$ cat src/hdl/lru_key_value_cache_macros.svh
// assertion macros used by the cache rtl in lkv_store
`ifndef LRU_KEY_VALUE_CACHE_MACROS_SVH
`define LRU_KEY_VALUE_CACHE_MACROS_SVH

// condition that must hold at every clock edge out of reset
`define LKV_ASSERT_ALWAYS(label, cond, msg) \
	label: assert property (@(posedge clk) disable iff (!arst_n) (cond)) else $error(msg);

// consequent that must hold in the cycle after the antecedent
`define LKV_ASSERT_NEXT(label, ante, cons, msg) \
	label: assert property (@(posedge clk) disable iff (!arst_n) (ante) |=> (cons)) else $error(msg);

`endif

$ cat src/hdl/lkv_pkg.sv
// types and constants of the lru key-value cache
`timescale 1ns / 1ps
package lkv_pkg;

	localparam int KEY_W   = 32;
	localparam int VALUE_W = 32;
	localparam int CAP_W   = 5;

	localparam logic [CAP_W-1:0]          CAP_RESET  = 5'd16;
	localparam logic signed [VALUE_W-1:0] MISS_VALUE = -32'sd1;

	typedef enum logic {
		CMD_GET = 1'b0,
		CMD_SET = 1'b1
	} cmd_t;

	typedef struct packed {
		cmd_t                      command;
		logic signed [KEY_W-1:0]   key;
		logic signed [VALUE_W-1:0] value;
	} req_t;

	typedef struct packed {
		logic                      hit;
		logic signed [VALUE_W-1:0] read_value;
	} rsp_t;

	typedef struct packed {
		logic fire;
		req_t req;
	} op_t;

endpackage

$ cat src/hdl/lru_key_value_cache.sv
// top level of the fully associative lru key-value cache
//
//   port group  dir  handshake            payload
//   in_*        in   in_valid / in_stall   req_t: command, key, value
//   out_*       out  out_valid / out_stall rsp_t: hit, read_value (one per get)
//   cfg_*       in   cfg_valid / cfg_ready capacity_in_use, 5 bits
//
// one item per cycle unless a stalled result holds back a get; a get result is valid after the
// input register (on the transfer edge), then key match and rank update into the result register
// reset clears all valid marks and occupancy at once, capacity returns to 16
// a stalled result holds back the next get and all behind it; sets ahead of that get keep flowing
// cfg_ready is always high
`timescale 1ns / 1ps
module lru_key_value_cache
	import lkv_pkg::*;
#(
	parameter int ENTRIES    = 16,
	parameter int DATA_WIDTH = 32
) (
	input  logic             clk,
	input  logic             arst_n,
	input  logic             in_valid,
	output logic             in_stall,
	input  req_t             in_data,
	output logic             out_valid,
	input  logic             out_stall,
	output rsp_t             out_data,
	input  logic             cfg_valid,
	output logic             cfg_ready,
	input  logic [CAP_W-1:0] cfg_data
);

	logic [CAP_W-1:0] capacity_q;
	op_t              op;
	rsp_t             rsp;
	logic             out_busy;
	logic             load;

	assign cfg_ready = 1'b1;
	assign load      = op.fire && op.req.command == CMD_GET;

	always_ff @(posedge clk or negedge arst_n) begin
		if (!arst_n) begin
			capacity_q <= CAP_RESET;
		end else if (cfg_valid && cfg_ready) begin
			capacity_q <= cfg_data;
		end
	end

	lkv_in_reg u_in_reg (
		.clk      (clk),
		.arst_n   (arst_n),
		.in_valid (in_valid),
		.in_stall (in_stall),
		.in_data  (in_data),
		.out_busy (out_busy),
		.op       (op)
	);

	lkv_store #(
		.ENTRIES    (ENTRIES),
		.DATA_WIDTH (DATA_WIDTH)
	) u_store (
		.clk      (clk),
		.arst_n   (arst_n),
		.capacity (capacity_q),
		.op       (op),
		.rsp      (rsp)
	);

	lkv_out_reg u_out_reg (
		.clk       (clk),
		.arst_n    (arst_n),
		.load      (load),
		.rsp       (rsp),
		.out_valid (out_valid),
		.out_stall (out_stall),
		.out_data  (out_data),
		.out_busy  (out_busy)
	);

endmodule

$ cat src/hdl/lkv_in_reg.sv
// input register stage with stall generation
`timescale 1ns / 1ps
module lkv_in_reg
	import lkv_pkg::*;
(
	input  logic clk,
	input  logic arst_n,
	input  logic in_valid,
	output logic in_stall,
	input  req_t in_data,
	input  logic out_busy,
	output op_t  op
);

	logic valid_s1;
	req_t req_s1;
	logic advance;
	logic accept;

	assign advance  = valid_s1 && (req_s1.command == CMD_SET || !out_busy);
	assign in_stall = valid_s1 && !advance;
	assign accept   = in_valid && !in_stall;

	assign op.fire = advance;
	assign op.req  = req_s1;

	always_ff @(posedge clk or negedge arst_n) begin
		if (!arst_n) begin
			valid_s1 <= 1'b0;
		end else if (accept) begin
			valid_s1 <= 1'b1;
		end else if (advance) begin
			valid_s1 <= 1'b0;
		end
	end

	always_ff @(posedge clk) begin
		if (accept) begin
			req_s1 <= in_data;
		end
	end

endmodule

$ cat src/hdl/lkv_store.sv
// entry array with parallel key match and recency ranks
`timescale 1ns / 1ps
`include "lru_key_value_cache_macros.svh"
module lkv_store
	import lkv_pkg::*;
#(
	parameter int ENTRIES    = 16,
	parameter int DATA_WIDTH = 32
) (
	input  logic             clk,
	input  logic             arst_n,
	input  logic [CAP_W-1:0] capacity,
	input  op_t              op,
	output rsp_t             rsp
);

	localparam int RANK_W = (ENTRIES > 1) ? $clog2(ENTRIES) : 1;
	localparam int OCC_W  = $clog2(ENTRIES + 1);
	localparam int CMP_W  = (OCC_W > CAP_W) ? OCC_W : CAP_W;
	localparam int EXT_W  = (DATA_WIDTH > VALUE_W) ? DATA_WIDTH : VALUE_W;

	logic [ENTRIES-1:0]          valid_q;
	logic signed [KEY_W-1:0]     key_q   [ENTRIES];
	logic [DATA_WIDTH-1:0]       value_q [ENTRIES];
	logic [RANK_W-1:0]           rank_q  [ENTRIES];
	logic [OCC_W-1:0]            occ_q;

	logic [ENTRIES-1:0]    match;
	logic [ENTRIES-1:0]    victim;
	logic [ENTRIES-1:0]    evict;
	logic [ENTRIES-1:0]    valid_after;
	logic [ENTRIES-1:0]    free_oh;
	logic                  hit;
	logic [RANK_W-1:0]     hit_rank;
	logic [DATA_WIDTH-1:0] hit_value;
	logic [EXT_W-1:0]      hit_value_ext;
	logic [RANK_W-1:0]     oldest_rank;
	logic [CMP_W-1:0]      cap_ext;
	logic [CMP_W-1:0]      limit;
	logic                  full;
	logic                  do_insert;
	logic [DATA_WIDTH-1:0] new_value;

	assign cap_ext = CMP_W'(capacity);
	assign limit   = (cap_ext == '0) ? CMP_W'(1) :
	                 (cap_ext > CMP_W'(ENTRIES)) ? CMP_W'(ENTRIES) : cap_ext;
	assign full    = CMP_W'(occ_q) >= limit;

	assign oldest_rank = RANK_W'(occ_q - OCC_W'(1));
	assign new_value   = DATA_WIDTH'($unsigned(op.req.value));

	always_comb begin
		hit_rank  = '0;
		hit_value = '0;
		for (int i = 0; i < ENTRIES; i++) begin
			match[i]  = valid_q[i] && (key_q[i] == op.req.key);
			victim[i] = valid_q[i] && (rank_q[i] == oldest_rank);
			if (match[i]) begin
				hit_rank  = hit_rank | rank_q[i];
				hit_value = hit_value | value_q[i];
			end
		end
	end

	assign hit         = |match;
	assign evict       = full ? victim : '0;
	assign valid_after = valid_q & ~evict;
	// lowest clear bit of the surviving valid vector
	assign free_oh     = ~valid_after & (valid_after + ENTRIES'(1));
	assign do_insert   = op.fire && !hit && op.req.command == CMD_SET;

	assign hit_value_ext  = EXT_W'(hit_value);
	assign rsp.hit        = hit;
	assign rsp.read_value = hit ? hit_value_ext[VALUE_W-1:0] : MISS_VALUE;

	always_ff @(posedge clk or negedge arst_n) begin
		if (!arst_n) begin
			valid_q <= '0;
			occ_q   <= '0;
		end else if (do_insert) begin
			valid_q <= valid_after | free_oh;
			if (!full) begin
				occ_q <= occ_q + OCC_W'(1);
			end
		end
	end

	always_ff @(posedge clk) begin
		for (int i = 0; i < ENTRIES; i++) begin
			if (op.fire && hit) begin
				if (valid_q[i] && rank_q[i] < hit_rank) begin
					rank_q[i] <= rank_q[i] + RANK_W'(1);
				end
				if (match[i]) begin
					rank_q[i] <= '0;
					if (op.req.command == CMD_SET) begin
						value_q[i] <= new_value;
					end
				end
			end else if (do_insert) begin
				if (free_oh[i]) begin
					key_q[i]   <= op.req.key;
					value_q[i] <= new_value;
					rank_q[i]  <= '0;
				end else if (valid_after[i]) begin
					rank_q[i] <= rank_q[i] + RANK_W'(1);
				end
			end
		end
	end

	`LKV_ASSERT_ALWAYS(a_key_unique, $onehot0(match), "more than one entry matches the key")
	`LKV_ASSERT_ALWAYS(a_one_victim, !(do_insert && full) || $onehot(victim), "no single lru victim")
	`LKV_ASSERT_ALWAYS(a_occ_count, occ_q == $countones(valid_q), "occupancy out of step with valid marks")
	`LKV_ASSERT_NEXT(a_insert_valid, do_insert, |valid_q, "insert left no valid entry")

endmodule

$ cat src/hdl/lkv_out_reg.sv
// result register toward the output channel
`timescale 1ns / 1ps
module lkv_out_reg
	import lkv_pkg::*;
(
	input  logic clk,
	input  logic arst_n,
	input  logic load,
	input  rsp_t rsp,
	output logic out_valid,
	input  logic out_stall,
	output rsp_t out_data,
	output logic out_busy
);

	logic out_valid_q;
	rsp_t out_data_q;

	assign out_valid = out_valid_q;
	assign out_data  = out_data_q;
	assign out_busy  = out_valid_q && out_stall;

	always_ff @(posedge clk or negedge arst_n) begin
		if (!arst_n) begin
			out_valid_q <= 1'b0;
		end else if (load) begin
			out_valid_q <= 1'b1;
		end else if (!out_stall) begin
			out_valid_q <= 1'b0;
		end
	end

	always_ff @(posedge clk) begin
		if (load) begin
			out_data_q <= rsp;
		end
	end

endmodule

$ cat config.mk
export PLATFORM = sky130hd
export DESIGN_NAME = lru_key_value_cache
export DESIGN_NICKNAME = d
export VERILOG_FILES = /design/src/hdl/lkv_pkg.sv /design/src/hdl/lru_key_value_cache.sv /design/src/hdl/lkv_in_reg.sv /design/src/hdl/lkv_store.sv /design/src/hdl/lkv_out_reg.sv
export VERILOG_INCLUDE_DIRS = /design/src /design/src/hdl
export SDC_FILE = /design/constraint.sdc
export NUM_CORES = 1
export LEC_CHECK = 0
export BUFFER_PORTS_ARGS = -buffer_cell sky130_fd_sc_hd__clkbuf_2
export CAP_MARGIN = 20
export CORE_AREA = 2 2 323 325
export DETAILED_ROUTE_END_ITERATION = 7
export DIE_AREA = 0 0 325 327
export MAX_ROUTING_LAYER = met4
export PLACE_DENSITY = 0.68
export REMOVE_ABC_BUFFERS = 1
export SETUP_SLACK_MARGIN = 0.3
export SLEW_MARGIN = 30
export SYNTH_ARGS = -nofsm -noshare
export SYNTH_HDL_FRONTEND = slang
export SYNTH_SLANG_ARGS = --single-unit
$ cat constraint.sdc
create_clock -name clk -period 8.25 [get_ports clk]
set_input_delay 1.2375 -clock clk [delete_from_list [all_inputs] [get_ports clk]]
set_output_delay 1.2375 -clock clk [all_outputs]
set_load 0.05 [all_outputs]
# --- Yosys cells after proc, flatten, opt, wreduce, memory -nomap -nowiden ---
# Memory sizes are Yosys's and may differ from the RTL's.
# Index checks and enable logic that the tools add are counted.
classes:
  n_bitwise: 101
  n_eq_ne: 33
  add_sub_neg: 19
  order_cmp: 18
  n_reduce_logical: 80
  mux: 437
op_table:
  columns: ["cell", "n"]
  rows:
  - ["32-bit 2-to-1 mux", 47]
  - ["32-bit == test", 16]
  - ["32-bit OR", 15]
  - ["32-bit OR reduction", 15]
  - ["4-bit 2-to-1 mux", 79]
  - ["1-bit 2-to-1 mux", 308]
  - ["4-bit by 1-bit adder with 4-bit output, second input constant", 16]
  - ["4-bit == test", 16]
  - ["4-bit less-than comparator", 16]
  - ["1-bit OR", 64]
  - ["4-bit OR", 15]
  - ["1-bit logical AND", 56]
  - ["16-bit bitwise AND", 2]
  - ["16-bit inverter", 2]
  - ["16-bit by 1-bit adder with 16-bit output, second input constant", 1]
  - ["16-bit 2-to-1 mux", 1]
  - ["16-bit OR", 1]
  - ["16-bit OR reduction", 1]
  - ["5-bit 2-to-1 mux", 2]
  - ["5-bit by 1-bit adder with 5-bit output, second input constant", 1]
  - ["5-bit >= comparator", 1]
  - ["5-bit greater-than comparator, second input constant", 1]
  - ["5-bit logical NOT", 1]
  - ["1-bit logical NOT", 4]
  - ["other kinds (6)", 7]
word_totals:
  mem_bits_rw: 1088
  word_cells: 701
  mem_count: 3
  output_inout_bits: 36
  ff_bits: 126
mem_list:
  columns: ["name", "words", "width", "read_ports", "rd_ports_with_merged_regs", "wr", "line_no", "text"]
  rows:
  - ["u_store.key_q", 16, 32, 16, 0, 1, "lkv_store.sv:23", "logic signed [KEY_W-1:0] key_q [ENTRIES];"]
  - ["u_store.value_q", 16, 32, 16, 0, 16, "lkv_store.sv:24", "logic [DATA_WIDTH-1:0] value_q [ENTRIES];"]
  - ["u_store.rank_q", 16, 4, 16, 0, 16, "lkv_store.sv:25", "logic [RANK_W-1:0] rank_q [ENTRIES];"]

# --- Longest topological paths before layout ---
# Gate-level depths: netlist of the first run.
# An unclocked memory read counts as a cell.
logic_depth:
  depth_word: 42
  mapped_depth: 19
  ltp_nobuf: 15

# --- By module ---
# From an unflattened synthesis of the first run, not the netlist that was laid out.
unflattened:
  hier_cells: 3099
  hier_area_um2: 50211.9
by_module_without_submodules:
  columns: ["module", "instances", "area_per_inst_um2", "cells_each"]
  rows:
  - ["lkv_store", 1, 46950.0, 2977]
  - ["lkv_in_reg", 1, 2031.9, 73]
  - ["lkv_out_reg", 1, 1029.7, 36]
  - ["lru_key_value_cache", 1, 200.2, 13]

# --- Worst setup path before layout of the first run ---
# No wires, ideal clock.
synth_path:
  kind: "reg-to-reg"
  from: "register u_store.occ_q[0]"
  to: "memory u_store.value_q[12][0], in the netlist u_store.value_q[1][128], enable pin"
  path_slack_ns: 1.620
  arrival_time_ns: 6.254
  path_stages_with_launch: 14
  period_less_slack_ns: 6.630
  required_time_ns: 7.873
  path_cell_list: "dfrtp_1 > buf_6 > buf_1 > inv_1 > ha_1 > nand2b_1 > a211oi_1 > o21ai_1 > a21boi_0 > nand4b_4 > nor3_4 > nand3_1 > nor3_1 > a31o_2"
synth_rtl:
  columns: ["element", "line_no", "text"]
  rows:
  - ["from (decl)", "lkv_store.sv:26", "logic [OCC_W-1:0] occ_q;"]
  - ["from (signal assigned)", "lkv_store.sv:83", "occ_q <= occ_q + OCC_W'(1);"]
  - ["to (decl)", "lkv_store.sv:24", null]

==> flow_metrics.tcl, run 1 <==
set metrics [dict create \
    timing.rr.start "u_in_reg.op[54]" \
    cp_max_fo 39 \
    crit_required_ns 8.62 \
    die_w_um 325 \
    synthCells 3075 \
    grt_setup_unrepaired "false" \
    ys_warn_count 0 \
    start_util 0.487 \
    ctsResizeCount 0 \
    post_drt_wl_per_cell_um 28.8 \
    synth_area_leader_cell "edfxtp_1" \
    setup_tns_ns 0 \
    drt_iter0_drc 4012 \
    antenna_left 0 \
    ys_seq_elements 1214 \
    nNetsFinal 3413 \
    syn-cell-area_um2 50200 \
    clock_latency_ns 0.73 \
    cp-start-kind "flop" \
    placedCellCount 4527 \
    grt_usage 0.261 \
    drcViolationCount 0 \
    cts_buffers 116 \
    dieArea_um2 106000 \
    r2r_slack_ns 1.95 \
    hold_viol_final 0 \
    syn_to_final_growth_pct 13.1 \
    power_density_nw_per_um2 250 \
    p_clk_frac 0.382 \
    ctsHtreeMaxLevel 3 \
    max_slew_margin 0.304 \
    cts.sinks 1214 \
    pwr-share-comb 0.105 \
    grt_max_degree 66 \
    pwr-share-seq 0.512 \
    synth-edff-count 1186 \
    hold_depth 1 \
    cts.path.max_buffers 3 \
    reg2reg_depth 15 \
    synthArstFlopShare 0.0231 \
    ys_types 73 \
    synth_top_area_frac 0.710 \
    cellLeakagePower_nw 17.7 \
    cap_violations 0 \
    postCtsSetupRepairBufs 0 \
    r2r-end "u_store.value_q[0][79]" \
    pin_count 111 \
    crit_arrival_ns 6.66 \
    antenna_found_initial 4 \
    place_congestion 0.939 \
    clock_skew_ns 0.0638 \
    p_int_mw 10.7 \
    grt_pass1_wl_mm 198 \
    p_sw_frac 0.245 \
    fp.coreArea_um2 103000 \
    synth_area_leaders "edfxtp_1, xnor2_1, nand4_1, a22o_1, a221oi_1" \
    final_cells 4746 \
    num_vias 29346 \
    status "complete, no violations" \
    layout_worst_path_cycle_share 0.763 \
    max_freq_mhz 159 \
    vias_per_cell 6.18 \
    fin_util 0.551 \
    finalPower_mw 14.2 \
    peakVddDrop_mv 0.204 \
    synth-main-ff-cell "edfxtp_1" \
    avgSynthCellArea_um2 16.3 \
    clkTransAtPathRegs_ns 0.06 \
    ctsHoldBuffers 0 \
    tightest_slew_ns 1.04 \
    die_y_um 327 \
    io_buffer_count 109 \
    drt-total-wl_mm 137 \
    worstSetupStartpoint "u_in_reg.op[54]" \
    min_from "u_store.occ_q[4]" \
    min_delay_worst_endpoint "u_store.occ_q[4]" \
    grt_overflow 0 \
    cts_root_buffer "clkbuf_16" \
    drt_pass1_iterations 6 \
    maxSlewViolCount 0 \
    grt_pass1_vias 28964 \
    critPathKind "reg -> reg" \
    fp-row-count 118 \
    final_layout_size_suffix_gt1_frac 0.147 \
    period_minus_slack_ns 6.30 \
    critPathCaptureType "flop" \
    cts_tree "built" \
    post-dp-hpwl_mm 80.5 \
    hold_ws_ns 0.487 \
    setup_violations 0 \
    min_path_type "reg -> reg" \
    seq_area_frac_synth 0.724 \
    p_switching_mw 3.48 \
]
[cell families after synthesis]
kind of cell               after synthesis  synth area share
AOI/OAI and AO/OA                      428            0.0686
xor gates and xnor gates               606             0.108
adders and majority gates               71            0.0177
buffers and inverters                  192            0.0186
DFF                                   1214             0.724
muxes                                    4          0.000898
other                                    1         0.0000748
and+or+nand+nor                        559            0.0616
[cell usage after synthesis (11+ instances only)]
| library cell | count |
|---|---|
| a21oi_1 | 13 |
| a221oi_1 | 102 |
| a22o_1 | 103 |
| a22oi_1 | 85 |
| a31o_2 | 15 |
| and3_1 | 57 |
| buf_1 | 19 |
| buf_2 | 43 |
| buf_4 | 36 |
| clkbuf_1 | 55 |
| dfrtp_1 | 27 |
| edfxtp_1 | 1186 |
| ha_1 | 71 |
| inv_1 | 35 |
| nand2_1 | 57 |
| nand2b_1 | 11 |
| nand3_1 | 66 |
| nand4_1 | 154 |
| nor2_1 | 76 |
| nor2b_1 | 19 |
| nor3_1 | 55 |
| nor4_1 | 33 |
| o211ai_1 | 11 |
| o21ai_0 | 31 |
| or3_1 | 11 |
| xnor2_1 | 529 |
| xor2_1 | 67 |
[registers in the layout, indices dropped and copies added, names as in the netlist]
name / flops
u_store.valid_q: 16
u_in_reg.valid_s1: 1
u_store.value_q: 512
u_store.key_q: 512
capacity_q: 5
u_out_reg.out_data: 33
u_in_reg.op: 65
u_out_reg.out_valid: 1
u_store.rank_q: 64
u_store.occ_q: 5
[placed cells by master (no fill, tap or decap), types with 71 or more instances in the layout]
cell type and instances:
a221oi_1 102, a22o_1 103, a22oi_1 85, buf_4 113, clkbuf_16 116, clkbuf_2 108, edfxtp_1 1186, ha_1 71
nand4_1 154, xnor2_1 528
[how the worst max path moves through the flow]
stage                                          to  slack, ns  cells past startpoint
final                      u_store.value_q[0][79]       1.95                     15
after floorplan           u_store.value_q[1][128]       1.07                     11
after detailed placement   u_store.value_q[0][86]       1.92                     15
after global routing       u_store.value_q[0][79]       1.63                     15
after CTS                  u_store.value_q[0][87]       1.91                     15
after global placement     u_store.value_q[0][66]       1.86                     15
[cell type report]
type | count | area, um2
repair buffers | 230 | 1540
well taps | 1380 | 1730
flip-flops and latches | 1214 | 36300
multi-input cells | 1669 | 13100
clock inverters | 84 | 977
inverters | 36 | 136
clock buffers | 132 | 2960
fillers | 7886 | 46200
diodes | 1 | 2.50
[metal layers]
layer | track usage | wire length [um] | up-vias
li1 | - | - | 12347
met1 | 0.360 | 55800 | 15076
met2 | 0.405 | 64200 | 1673
met3 | 0.0429 | 13100 | 250
met4 | 0.0738 | 3600 | 0
met5 | - | 0 | -
[power groups by stage]
stage	clock network [mW]	registers, mW	logic [mW]
global placement	0	7.39	1.43
global route	5.74	7.30	1.60
CTS	5.50	7.28	1.48
detailed placement	0	7.41	1.47
finish	5.43	7.28	1.50
floorplan	0	7.40	0.896
[worst max-delay path, stage by stage, from the launching register on]
cell and delay, ns:
edfxtp_1 1.01, buf_4 0.39, xnor2_1 0.10, nand4_1 0.15, nor3_1 0.08, and3_2 0.20
buf_4 0.31, nor4_1 0.24, and4_1 0.55, clkinv_2 0.53, buf_4 0.45, or3_1 0.45
nor2_2 0.10, buf_4 0.40, a31o_2 0.50, buf_4 0.42
[through the flow]
step,instance area (um2),setup WS (ns)
2_1_floorplan,49400,1.07
3_3_place_gp,52700,1.86
3_5_place_dp,52800,1.92
4_1_cts,56700,1.91
5_1_grt,56800,1.63
6_report,56800,1.95
No activity file was read; power rests on OpenSTA's default activity.
==> inputs of run 2 (changes only) <==
==> constraint.sdc (replaced) <==
create_clock -name clk -period 6.4 [get_ports clk]
set_input_delay 0.96 -clock clk [delete_from_list [all_inputs] [get_ports clk]]
set_output_delay 0.96 -clock clk [all_outputs]
set_load 0.05 [all_outputs]
==> run 2 against run 1 <==
Net effect: maximum frequency rose by 21%; sequential share of layout area increased by 0.088 points; sequential power up 29%; setup slack got worse by 0.75 ns; hold slack got worse by 0.18 ns; cell count is 0.55% higher; final area down 0.14%; first-iteration DRC count fell by 13%; via count down 0.48%; global-route usage grew 0.59 points.
==> flow_metrics.tcl, run 2 (synthesized netlist as in run 1, its figures left out) <==
set metrics [dict create \
    timing.rr.start "u_in_reg.op[61]" \
    r2r-end "u_store.rank_q[13][2]" \
    drcViolationCount 0 \
    max_freq_mhz 192 \
    dieArea_um2 106000 \
    layout_commonest_cell "edfxtp_1" \
    power_density_nw_per_um2 314 \
    grt_setup_unrepaired "false" \
    cts_buffers 114 \
    grt_pass1_vias 28816 \
    vias_per_cell 6.12 \
    cts_tree "built" \
    grt_max_degree 42 \
    crit_required_ns 6.74 \
    tightest_slew_ns 0.999 \
    slowest_delay_ns 0.95 \
    cts.path.max_buffers 3 \
    ctsHoldBuffers 0 \
    layout_common_cells "edfxtp_1, xnor2_1, nand4_1" \
    grt_usage 0.267 \
    max_slew_margin 0.334 \
    crit_arrival_ns 5.54 \
    peakVddDrop_mv 0.250 \
    place_congestion 0.947 \
    antenna_found_initial 2 \
    grt_overflow 0 \
    critPathCaptureType "flop" \
    path_depth 14 \
    p_switching_mw 4.38 \
    cts.sinks 1214 \
    status "complete, no violations" \
    p_clk_frac 0.362 \
    pwr-share-seq 0.530 \
    r2r_slack_ns 1.20 \
    layout_worst_path_cycle_share 0.813 \
    final_layout_size_suffix_gt1_frac 0.145 \
    clkTransAtPathRegs_ns 0.07 \
    diodes 0 \
    clock_skew_ns 0.0266 \
    period_minus_slack_ns 5.20 \
    antenna_left 0 \
    critPathKind "reg -> reg" \
    worst-path-buf-inv 1 \
    syn_to_final_growth_pct 13.0 \
    p_sw_frac 0.246 \
    fillers 7972 \
    final_cells 4772 \
    drt_pass1_iterations 6 \
    fp-row-count 118 \
    drt_iter0_drc 3508 \
    cp-start-kind "flop" \
    die_w_um 325 \
    post-dp-hpwl_mm 84.1 \
    worstSetupStartpoint "u_in_reg.op[61]" \
    postCtsSetupRepairBufs 0 \
    multi_input_area_um2 13100 \
    seqCellArea_um2 36300 \
    pwr-share-comb 0.109 \
    cap_violations 0 \
    placedCellCount 4562 \
    cp_max_fo 37 \
    fp.coreArea_um2 103000 \
    crit_family "simple AND/OR/NAND/NOR gates" \
    crit_top_cell "nor2_1" \
    hold_viol_final 0 \
    ctsHtreeMaxLevel 3 \
    nNetsFinal 3444 \
    p_int_mw 13.4 \
    io_buffer_count 109 \
    grt_pass1_wl_mm 201 \
    reg2reg_depth 14 \
    maxSlewViolCount 0 \
    setup_violations 0 \
    drt-total-wl_mm 139 \
    ctsResizeCount 0 \
    crit_end "u_store.rank_q[13][2]" \
    cellLeakagePower_nw 17.7 \
    min_path_type "in -> async" \
    critPathSlowestCell "edfxtp_1" \
    die_y_um 327 \
    post_drt_wl_per_cell_um 29.1 \
    pin_count 111 \
    start_util 0.487 \
    cts_root_buffer "clkbuf_16" \
    finalPower_mw 17.8 \
    num_vias 29205 \
    path_cells "xnor2_1 > nand4_1 > nor4_1 > and3_2 > buf_4 > a22oi_1 > nand3_1 > nor2_1 > ha_1 > nand2b_1 > or4_1 > nor2_1 > nor3_1 > o21ai_0" \
    clock_latency_ns 0.71 \
]
## run 2: power groups by stage
| stage | combinational [mW] | sequential, mW | clock (mW) |
|---|---|---|---|
| 6_report | 1.93 | 9.42 | 6.43 |
| 5_1_grt | 2.08 | 9.44 | 6.79 |
| 4_1_cts | 1.93 | 9.41 | 6.51 |
| 3_5_place_dp | 1.92 | 9.58 | 0 |
| 3_3_place_gp | 1.87 | 9.56 | 0 |
| 2_1_floorplan | 1.16 | 9.55 | 0 |
## run 2: worst min-delay path by stage
| stage | start | endpoint | slack, ns | cells after the start |
|---|---|---|---|---|
| 3_3_place_gp | u_store.occ_q[4] | u_store.occ_q[4] | 0.48 | 1 |
| 2_1_floorplan | u_store.occ_q[4] | u_store.occ_q[4] | 0.45 | 1 |
| 4_1_cts | arst_n | u_store.valid_q[14] | 0.28 | 1 |
| 3_5_place_dp | u_store.occ_q[4] | u_store.occ_q[4] | 0.47 | 1 |
| 6_report | arst_n | u_store.valid_q[14] | 0.30 | 1 |
| 5_1_grt | arst_n | u_store.valid_q[14] | 0.31 | 1 |
## run 2: routing by layer
layer / share of wire / wire [um] / vias up / global-route usage
li1: - / - / 12419 / -
met1: 0.42 / 58900 / 15066 / 0.373
met2: 0.47 / 65100 / 1492 / 0.414
met3: 0.084 / 11700 / 228 / 0.0383
met4: 0.024 / 3340 / 0 / 0.0717
met5: 0 / 0 / - / -
## run 2: layout make-up
cell class / instances / share of cell area
Inverter: 36 / 0.00241
Tap cell: 1380 / 0.0305
Timing Repair Buffer: 263 / 0.0336
Multi-Input combinational cell: 1669 / 0.231
Clock inverter: 66 / 0.00921
Sequential cell: 1214 / 0.641
Clock buffer: 144 / 0.0529
## run 2: through the flow
step / hold WS, ns / util / TNS (ns) / area, um2 / setup slack, ns
floorplan: 0.446 / - / -71.34 / 49400 / -0.783
detailed placement: 0.466 / 0.517 / 0 / 53200 / 1.15
CTS: 0.282 / 0.551 / 0 / 56700 / 1.13
global placement: 0.476 / 0.516 / 0 / 53100 / 1.15
global route: 0.313 / 0.551 / 0 / 56700 / 0.859
finish: 0.303 / 0.551 / 0 / 56700 / 1.20
